--- src/rtl/lensd_pkg.sv ---
// ----------------------------------------------------------------------------
// lensd_pkg
// Shared types, constants and rounding helper for the lens distortion map.
// ----------------------------------------------------------------------------
package lensd_pkg;

    localparam int FRAC   = 20;               // fraction bits of normalized values
    localparam int XN_W   = 23;               // normalized coordinate width
    localparam int REM_W  = 39;               // divider remainder width
    localparam int XD_W   = 39;               // saturated distorted coordinate width
    localparam int OUT_W  = 18;

    localparam logic signed [XN_W-1:0]  XN_MAX  = 23'sh3FFFFF;
    localparam logic signed [XN_W-1:0]  XN_MIN  = -23'sh400000;
    localparam logic signed [XD_W-1:0]  XD_MAX  = 39'sh3FFFFFFFFF;
    localparam logic signed [XD_W-1:0]  XD_MIN  = -39'sh4000000000;
    localparam logic signed [OUT_W-1:0] OUT_MAX = 18'sd131071;
    localparam logic signed [OUT_W-1:0] OUT_MIN = -18'sd131072;
    localparam logic signed [36:0]      ONE_Q20 = 37'sd1048576;

    localparam logic [15:0] FOCAL_RST = 16'd16384;

    typedef enum logic [2:0] {
        CFG_FOCAL_X   = 3'd0,
        CFG_FOCAL_Y   = 3'd1,
        CFG_PRINCIPAL = 3'd2,
        CFG_K1        = 3'd3,
        CFG_K2        = 3'd4,
        CFG_K3        = 3'd5,
        CFG_P1        = 3'd6,
        CFG_P2        = 3'd7
    } t_cfg_idx;

    typedef struct packed {
        logic        [15:0] fx;   // zero focal already replaced by one
        logic        [15:0] fy;
        logic        [15:0] cx;
        logic        [15:0] cy;
        logic signed [23:0] k1;
        logic signed [23:0] k2;
        logic signed [23:0] k3;
        logic signed [23:0] p1;
        logic signed [23:0] p2;
    } t_cfg;

    // round half up and drop the q20 fraction
    function automatic logic signed [63:0] rnd_q20(input logic signed [63:0] v);
        logic signed [63:0] s;
        s = v + 64'sd524288;
        return s >>> FRAC;
    endfunction

endpackage

--- src/rtl/lensd_norm.sv ---
// ----------------------------------------------------------------------------
// lensd_norm
// Normalizes both coordinates: center offset, pipelined restoring divide by
// the focal length with round to nearest, clamp to the q20 range.
// ----------------------------------------------------------------------------
module lensd_norm (
    input  logic                                 i_clk,
    input  logic                                 i_rst_n,
    input  logic                                 i_en,
    input  logic                                 i_valid,
    input  logic [15:0]                          i_pixel_x,
    input  logic [15:0]                          i_pixel_y,
    input  lensd_pkg::t_cfg                      i_cfg,
    output logic                                 o_valid,
    output logic signed [lensd_pkg::XN_W-1:0]    o_xn,
    output logic signed [lensd_pkg::XN_W-1:0]    o_yn,
    output logic                                 o_clip
);

    localparam int NB = lensd_pkg::XN_W;
    localparam int RW = lensd_pkg::REM_W;

    logic [15:0]    pix [2];
    logic [15:0]    cen [2];
    logic [15:0]    foc [2];

    logic [16:0]    n_d   [2];
    logic [15:0]    n_mag [2];
    logic [RW-1:0]  n_num [2];
    logic           n_ovf [2];

    logic [NB+1:0]  r_v;
    logic [RW-1:0]  r_rem [NB+1][2];
    logic [NB-1:0]  r_q   [NB+1][2];
    logic           r_neg [NB+1][2];
    logic           r_ovf [NB+1][2];

    logic signed [NB-1:0] r_xn;
    logic signed [NB-1:0] r_yn;
    logic                 r_clip;

    assign pix[0] = i_pixel_x;
    assign pix[1] = i_pixel_y;
    assign cen[0] = i_cfg.cx;
    assign cen[1] = i_cfg.cy;
    assign foc[0] = i_cfg.fx;
    assign foc[1] = i_cfg.fy;

    // entry: |d| * 2^20 + f/2, overflow when quotient would need more than NB bits
    always_comb begin
        for (int l = 0; l < 2; l++) begin
            n_d[l]   = {1'b0, pix[l]} - {1'b0, cen[l]};
            n_mag[l] = n_d[l][16] ? 16'(-n_d[l]) : n_d[l][15:0];
            n_num[l] = {3'b000, n_mag[l], 20'h00000} + RW'(foc[l] >> 1);
            n_ovf[l] = n_num[l] >= {foc[l], 23'h000000};
        end
    end

    always_ff @(posedge i_clk) begin
        if (!i_rst_n) begin
            r_v <= '0;
        end else if (i_en) begin
            r_v <= {r_v[NB:0], i_valid};
        end
    end

    always_ff @(posedge i_clk) begin
        if (i_en) begin
            for (int l = 0; l < 2; l++) begin
                r_rem[0][l] <= n_num[l];
                r_q[0][l]   <= '0;
                r_neg[0][l] <= n_d[l][16];
                r_ovf[0][l] <= n_ovf[l];
            end
        end
    end

    // one quotient bit per stage, msb first
    for (genvar s = 1; s <= NB; s++) begin : g_div
        logic [RW-1:0] dvs [2];

        always_comb begin
            for (int l = 0; l < 2; l++) begin
                dvs[l] = RW'(foc[l]) << (NB - s);
            end
        end

        always_ff @(posedge i_clk) begin
            if (i_en) begin
                for (int l = 0; l < 2; l++) begin
                    r_neg[s][l] <= r_neg[s-1][l];
                    r_ovf[s][l] <= r_ovf[s-1][l];
                    if (r_rem[s-1][l] >= dvs[l]) begin
                        r_rem[s][l] <= r_rem[s-1][l] - dvs[l];
                        r_q[s][l]   <= r_q[s-1][l] | (NB'(1) << (NB - s));
                    end else begin
                        r_rem[s][l] <= r_rem[s-1][l];
                        r_q[s][l]   <= r_q[s-1][l];
                    end
                end
            end
        end
    end

    logic signed [NB-1:0] n_res [2];
    logic                 n_sat [2];

    always_comb begin
        for (int l = 0; l < 2; l++) begin
            if (r_neg[NB][l]) begin
                n_sat[l] = r_ovf[NB][l] || (r_q[NB][l] > NB'(23'h400000));
                n_res[l] = n_sat[l] ? lensd_pkg::XN_MIN : $signed(~r_q[NB][l] + NB'(1));
            end else begin
                n_sat[l] = r_ovf[NB][l] || (r_q[NB][l] > NB'(23'h3FFFFF));
                n_res[l] = n_sat[l] ? lensd_pkg::XN_MAX : $signed(r_q[NB][l]);
            end
        end
    end

    always_ff @(posedge i_clk) begin
        if (i_en) begin
            r_xn   <= n_res[0];
            r_yn   <= n_res[1];
            r_clip <= n_sat[0] | n_sat[1];
        end
    end

    assign o_valid = r_v[NB+1];
    assign o_xn    = r_xn;
    assign o_yn    = r_yn;
    assign o_clip  = r_clip;

endmodule

--- config.mk ---
export PLATFORM = sky130hd
export DESIGN_NAME = lensd_norm
export DESIGN_NICKNAME = d
export VERILOG_FILES = /design/src/rtl/lensd_pkg.sv /design/src/rtl/lensd_norm.sv
export SDC_FILE = /design/constraint.sdc
export NUM_CORES = 2
export LEC_CHECK = 0
export BUFFER_PORTS_ARGS = -buffer_cell sky130_fd_sc_hd__buf_2
export CAP_MARGIN = 20
export CELL_PAD_IN_SITES_DETAIL_PLACEMENT = 1
export CELL_PAD_IN_SITES_GLOBAL_PLACEMENT = 1
export CORE_ASPECT_RATIO = 0.8
export CORE_MARGIN = 3
export CORE_UTILIZATION = 45
export DETAILED_ROUTE_END_ITERATION = 7
export GPL_ROUTABILITY_DRIVEN = 0
export GPL_TIMING_DRIVEN = 0
export PLACE_DENSITY = 0.7
export SYNTH_ARGS = -nofsm -noshare
export SYNTH_HDL_FRONTEND = slang
export SYNTH_SLANG_ARGS = --single-unit
--- constraint.sdc ---
create_clock -name i_clk -period 6.7 [get_ports i_clk]
set_input_delay 1.675 -clock i_clk [delete_from_list [all_inputs] [get_ports i_clk]]
set_output_delay 1.675 -clock i_clk [all_outputs]
set_load 0.05 [all_outputs]
==> results.txt <==
The number of clock buffers added by TritonCTS is 271. The part of the total power dissipated in the clock network came out at 26.0%. The critical path in this run is classified as in2reg. The worst setup path is captured at a register. The area used by sequential logic in the layout is 0.07326 mm^2, and the HPWL reported at the end of detailed placement is 279800 um. The synthesized design contains 2448 register bits. In the routed layout, each cell is associated on average with a via count of 5.920. By area the synthesized netlist is led by sky130_fd_sc_hd__edfxtp_1 56%, sky130_fd_sc_hd__ha_1 7.6%, sky130_fd_sc_hd__xnor2_1 3.7%.

The run gives 0 as the number of maximum-capacitance constraint violations. First-pass GRT wire length: 568200 um. Net switching is 34.76% of the power. The post-synthesis sequential area ratio was 56.39%; the internal power was 38.38 mW.

Floorplan die width: 606.7 um. The ratio of cells with drive above 1 in the final layout works out to 7.909%. The die is 486.6 um tall. Relative to the synthesized area, the layout overhead comes to 12.42%.

The tools report the final hold violation count as 0. STA classifies the critical path startpoint as an input pin. Before antenna repair, the detailed router went through 6 iterations. The clock root buffer master was sky130_fd_sc_hd__clkbuf_16. After technology mapping, the gate count stands at 11020. Placement-stage cell area: 0.1370 mm^2.

Final routed wirelength across all metal layers: 372000 um. TritonCTS built the clock tree. The routed layout has 92023 vias. The die covers 0.2952 mm^2.

Yosys printed 0 warnings. The logs give -0.6952 ns for the post-place setup slack and 0 for the final count of pins violating max slew. For the upper clock frequency limit, the log shows 154.5 MHz.

The run gives 0.2263 ns as the smallest setup slack after layout. For the worst setup path, the data required time is 7.27 ns. The worst register-to-register path has a setup slack of 1.92 ns. In the finished design, the share of the clock period the worst path needs comes to 96.62%.

Power spread over the standard cell area amounts to 402.8 mW/mm^2. The post-layout net count was 12577. Setup repair after global routing left no endpoint under its margin. The starting density of the core is 45.47%.

Area share of the largest cell type after synthesis: 56.01%. The logic gate share of total power was 33.5%; the worst ir drop on vdd was 0.0003117 V. In this run the cell area of the synthesized design comes to 0.1299 mm^2. The worst-path maximum fanout is 25, and the count of distinct cell types in the synthesized netlist is 91. The run finished with clean final reports. Leaving out fill and tap cells, the most frequent cell in the layout is sky130_fd_sc_hd__edfxtp_1. The total number of placement rows is 175, and the part of the power in registers is 40.5%. The number of global-route vias before repair came out at 93338. In this run the standard cell core region covers 0.2857 mm^2. The count of nets left with antenna violations once routing finished came out at 0. The maximum number of buffers from clock root to sink is 4. Clock latency on the worst-skew pair, taken at its later pin, is 0.87 ns. Post-synthesis area per instance: 11.79 um^2.

Counting flops with a built-in enable in the synthesized netlist gives 2423. The tools report the number of I/O pins as 268. Entering global routing, the biggest net connects 106 pins.

In this run the power spent charging and discharging nets is 20.44 mW. The data arrival time of the critical path was 7.05 ns; the slew at the pin closest to its max-slew limit was 1.185 ns. Global routing used 24.76% of the available tracks across all layers. The number of DRC markers in iteration 0 was 7543.

The mean routed wirelength per cell was 23.93 um. The clock drives 2448 sinks. The most area-hungry cell type in the Yosys netlist was sky130_fd_sc_hd__edfxtp_1. H-tree depth: 5.

For this run the aggregate overflow at the end of global routing stands at 0. The layout has 29713 filler cells. Clock skew on the completed layout was measured at 0.04081 ns. Setup violations remaining at the end of the flow were counted as 0. The CTS clock-pin slew for the worst setup and hold paths is 0.06 ns. The time the worst path needs with I/O delays and setup came out at 6.474 ns.

The number of nets in the synthesized netlist is 12072. In the final layout, the multi-input gates occupy 0.05419 mm^2. For this run, asynchronously set or reset flops after synthesis account for 0%. The top cell types in the final layout, fill and taps aside, are 2423 x sky130_fd_sc_hd__edfxtp_1, 940 x sky130_fd_sc_hd__nand2_1, 786 x sky130_fd_sc_hd__ha_1, 749 x sky130_fd_sc_hd__o21ai_0, 702 x sky130_fd_sc_hd__nor2_1. The detailed-route DRC error count came out at 0.

Summing all non-filler instances in the final layout gives an area of 0.1460 mm^2. After clock tree synthesis, the flow added hold-fix buffers numbering 0. For the worst slew slack as a fraction of its limit, the log shows 20.91%.

The dominant register cell in the synthesized netlist was sky130_fd_sc_hd__edfxtp_1. The tools report the number of antenna violations at the first check in global routing as 31. The count of buffers inserted at the top-level ports was 147; the leakage power total was 53.30 nW.

The path class of the tightest hold or removal check is reg2reg.
==> cells by family (layout without fill, tap and decap cells) <==
family	Yosys count	after routing	synth area share, %
buffers and inverters	654	1367	1.896
muxes	151	151	1.265
DFF	2448	2448	56.39
AOI/OAI and AO/OA	2412	2412	11.51
adders and majority gates	832	832	8.279
other	0	7	0
xor gates and xnor gates	1064	1064	7.173
and+or+nand+nor	3459	3459	13.49
==> Yosys cell counts (16+ instances only) <==
master	instances
sky130_fd_sc_hd__edfxtp_1	2423
sky130_fd_sc_hd__nand2_1	940
sky130_fd_sc_hd__ha_1	786
sky130_fd_sc_hd__o21ai_0	749
sky130_fd_sc_hd__nor2_1	702
sky130_fd_sc_hd__a21oi_1	656
sky130_fd_sc_hd__xnor2_1	552
sky130_fd_sc_hd__xor2_1	512
sky130_fd_sc_hd__inv_1	399
sky130_fd_sc_hd__nor3_1	345
sky130_fd_sc_hd__a21o_1	287
sky130_fd_sc_hd__clkbuf_1	238
sky130_fd_sc_hd__nor4_1	220
sky130_fd_sc_hd__nand3_1	187
sky130_fd_sc_hd__nand2b_1	177
sky130_fd_sc_hd__nor2b_1	167
sky130_fd_sc_hd__nand4_1	147
sky130_fd_sc_hd__or3_1	131
sky130_fd_sc_hd__mux2_2	105
sky130_fd_sc_hd__o21a_1	97
sky130_fd_sc_hd__or4_1	72
sky130_fd_sc_hd__a21boi_0	69
sky130_fd_sc_hd__o21bai_1	65
sky130_fd_sc_hd__a211oi_1	61
sky130_fd_sc_hd__o31ai_1	60
sky130_fd_sc_hd__a31oi_1	55
sky130_fd_sc_hd__or2_2	54
sky130_fd_sc_hd__nor4b_1	52
sky130_fd_sc_hd__nand3b_1	50
sky130_fd_sc_hd__and3_1	48
sky130_fd_sc_hd__fa_1	46
sky130_fd_sc_hd__mux2i_1	46
sky130_fd_sc_hd__o311ai_0	43
sky130_fd_sc_hd__nand4b_1	33
sky130_fd_sc_hd__nor3b_1	33
sky130_fd_sc_hd__o211ai_1	32
sky130_fd_sc_hd__o41ai_1	29
sky130_fd_sc_hd__and2_1	28
sky130_fd_sc_hd__and4_1	26
sky130_fd_sc_hd__dfxtp_1	25
sky130_fd_sc_hd__a211o_1	21
sky130_fd_sc_hd__o31a_1	21
sky130_fd_sc_hd__a2111oi_0	20
sky130_fd_sc_hd__o2111ai_1	17
sky130_fd_sc_hd__a31o_2	16
==> layer usage <==
layer	vias up	routed length [um]	GRT usage [%]
met1	46480	176700	37.27
met5	-	12	0
li1	42527	-	-
met3	519	23480	3.321
met4	2	9606	6.298
met2	2495	162200	37.60
==> cell type report <==
class,instances,share of cell area (%)
sequential,2448,50.16
multi-input combinational,7918,37.10
clock buffer,326,4.887
tap,3805,3.260
timing repair buffer,232,1.584
clock inverter,155,1.249
inverter,401,1.031
buffer,253,0.7094
antenna,7,0.01199
==> power groups by stage <==
stage	combinational [mW]	clock (mW)	sequential, mW
finish	19.7	15.3	23.8
global route	21.9	16.2	24.1
CTS	19.5	15.6	23.8
detailed placement	19.3	0	24.0
global placement	18.3	0	24.0
floorplan	14.3	0	22.9
==> flip-flops by register name (all words and copies together), names as in the netlist <==
signal	cells
r_rem	1728
o_xn	23
r_ovf	48
r_neg	48
r_q	552
r_v	25
o_yn	23
o_clip	1
==> repair_timing <==
item	in CTS	in global routing
endpoints found under the hold margin	0	0
endpoints found under the setup margin	0	7
gates resized for setup	0	2
buffers inserted	0	0
==> metrics by stage <==
| stage | power, mW | cells | hold slack, ns | setup TNS (ns) | util, % |
|---|---|---|---|---|---|
| 2_1_floorplan | 37.19 | 11020 | 0.4003 | 0 | - |
| 3_3_place_gp | 42.24 | 14972 | 0.4000 | - | 47.39 |
| 3_5_place_dp | 43.33 | 15051 | 0.4051 | -8.689 | 47.95 |
| 4_1_cts | 58.88 | 15532 | 0.3998 | 0 | 51.09 |
| 5_1_grt | 62.21 | 15539 | 0.3924 | 0 | 51.11 |
| 6_report | 58.82 | 15545 | 0.3931 | 0 | 51.11 |
==> path summary, 6_finish.rpt <==
check	start	end	cells after the start
worst max-delay path	i_cfg[169]	r_rem[0][149]	16
worst max register to register	r_rem[4][279]	r_rem[5][52]	12
worst min-delay path	r_q[3][127]	r_q[3][173]	0
worst min register to register	r_q[3][127]	r_q[3][173]	0
==> worst max-delay path, stage by stage <==
cell                       delay, ns
sky130_fd_sc_hd__buf_4          0.62
sky130_fd_sc_hd__inv_2          0.41
sky130_fd_sc_hd__buf_12         0.30
sky130_fd_sc_hd__ha_1           0.34
sky130_fd_sc_hd__nor2b_1        0.14
sky130_fd_sc_hd__o21ai_0        0.22
sky130_fd_sc_hd__nand2b_1       0.19
sky130_fd_sc_hd__a221oi_1       0.73
sky130_fd_sc_hd__o21bai_1       0.14
sky130_fd_sc_hd__a21oi_1        0.26
sky130_fd_sc_hd__o21ai_0        0.19
sky130_fd_sc_hd__a21oi_1        0.20
sky130_fd_sc_hd__o31a_1         0.14
sky130_fd_sc_hd__clkbuf_1       0.49
sky130_fd_sc_hd__clkbuf_2       0.48
sky130_fd_sc_hd__mux2_2         0.42
(Power assumes the default switching activity.)
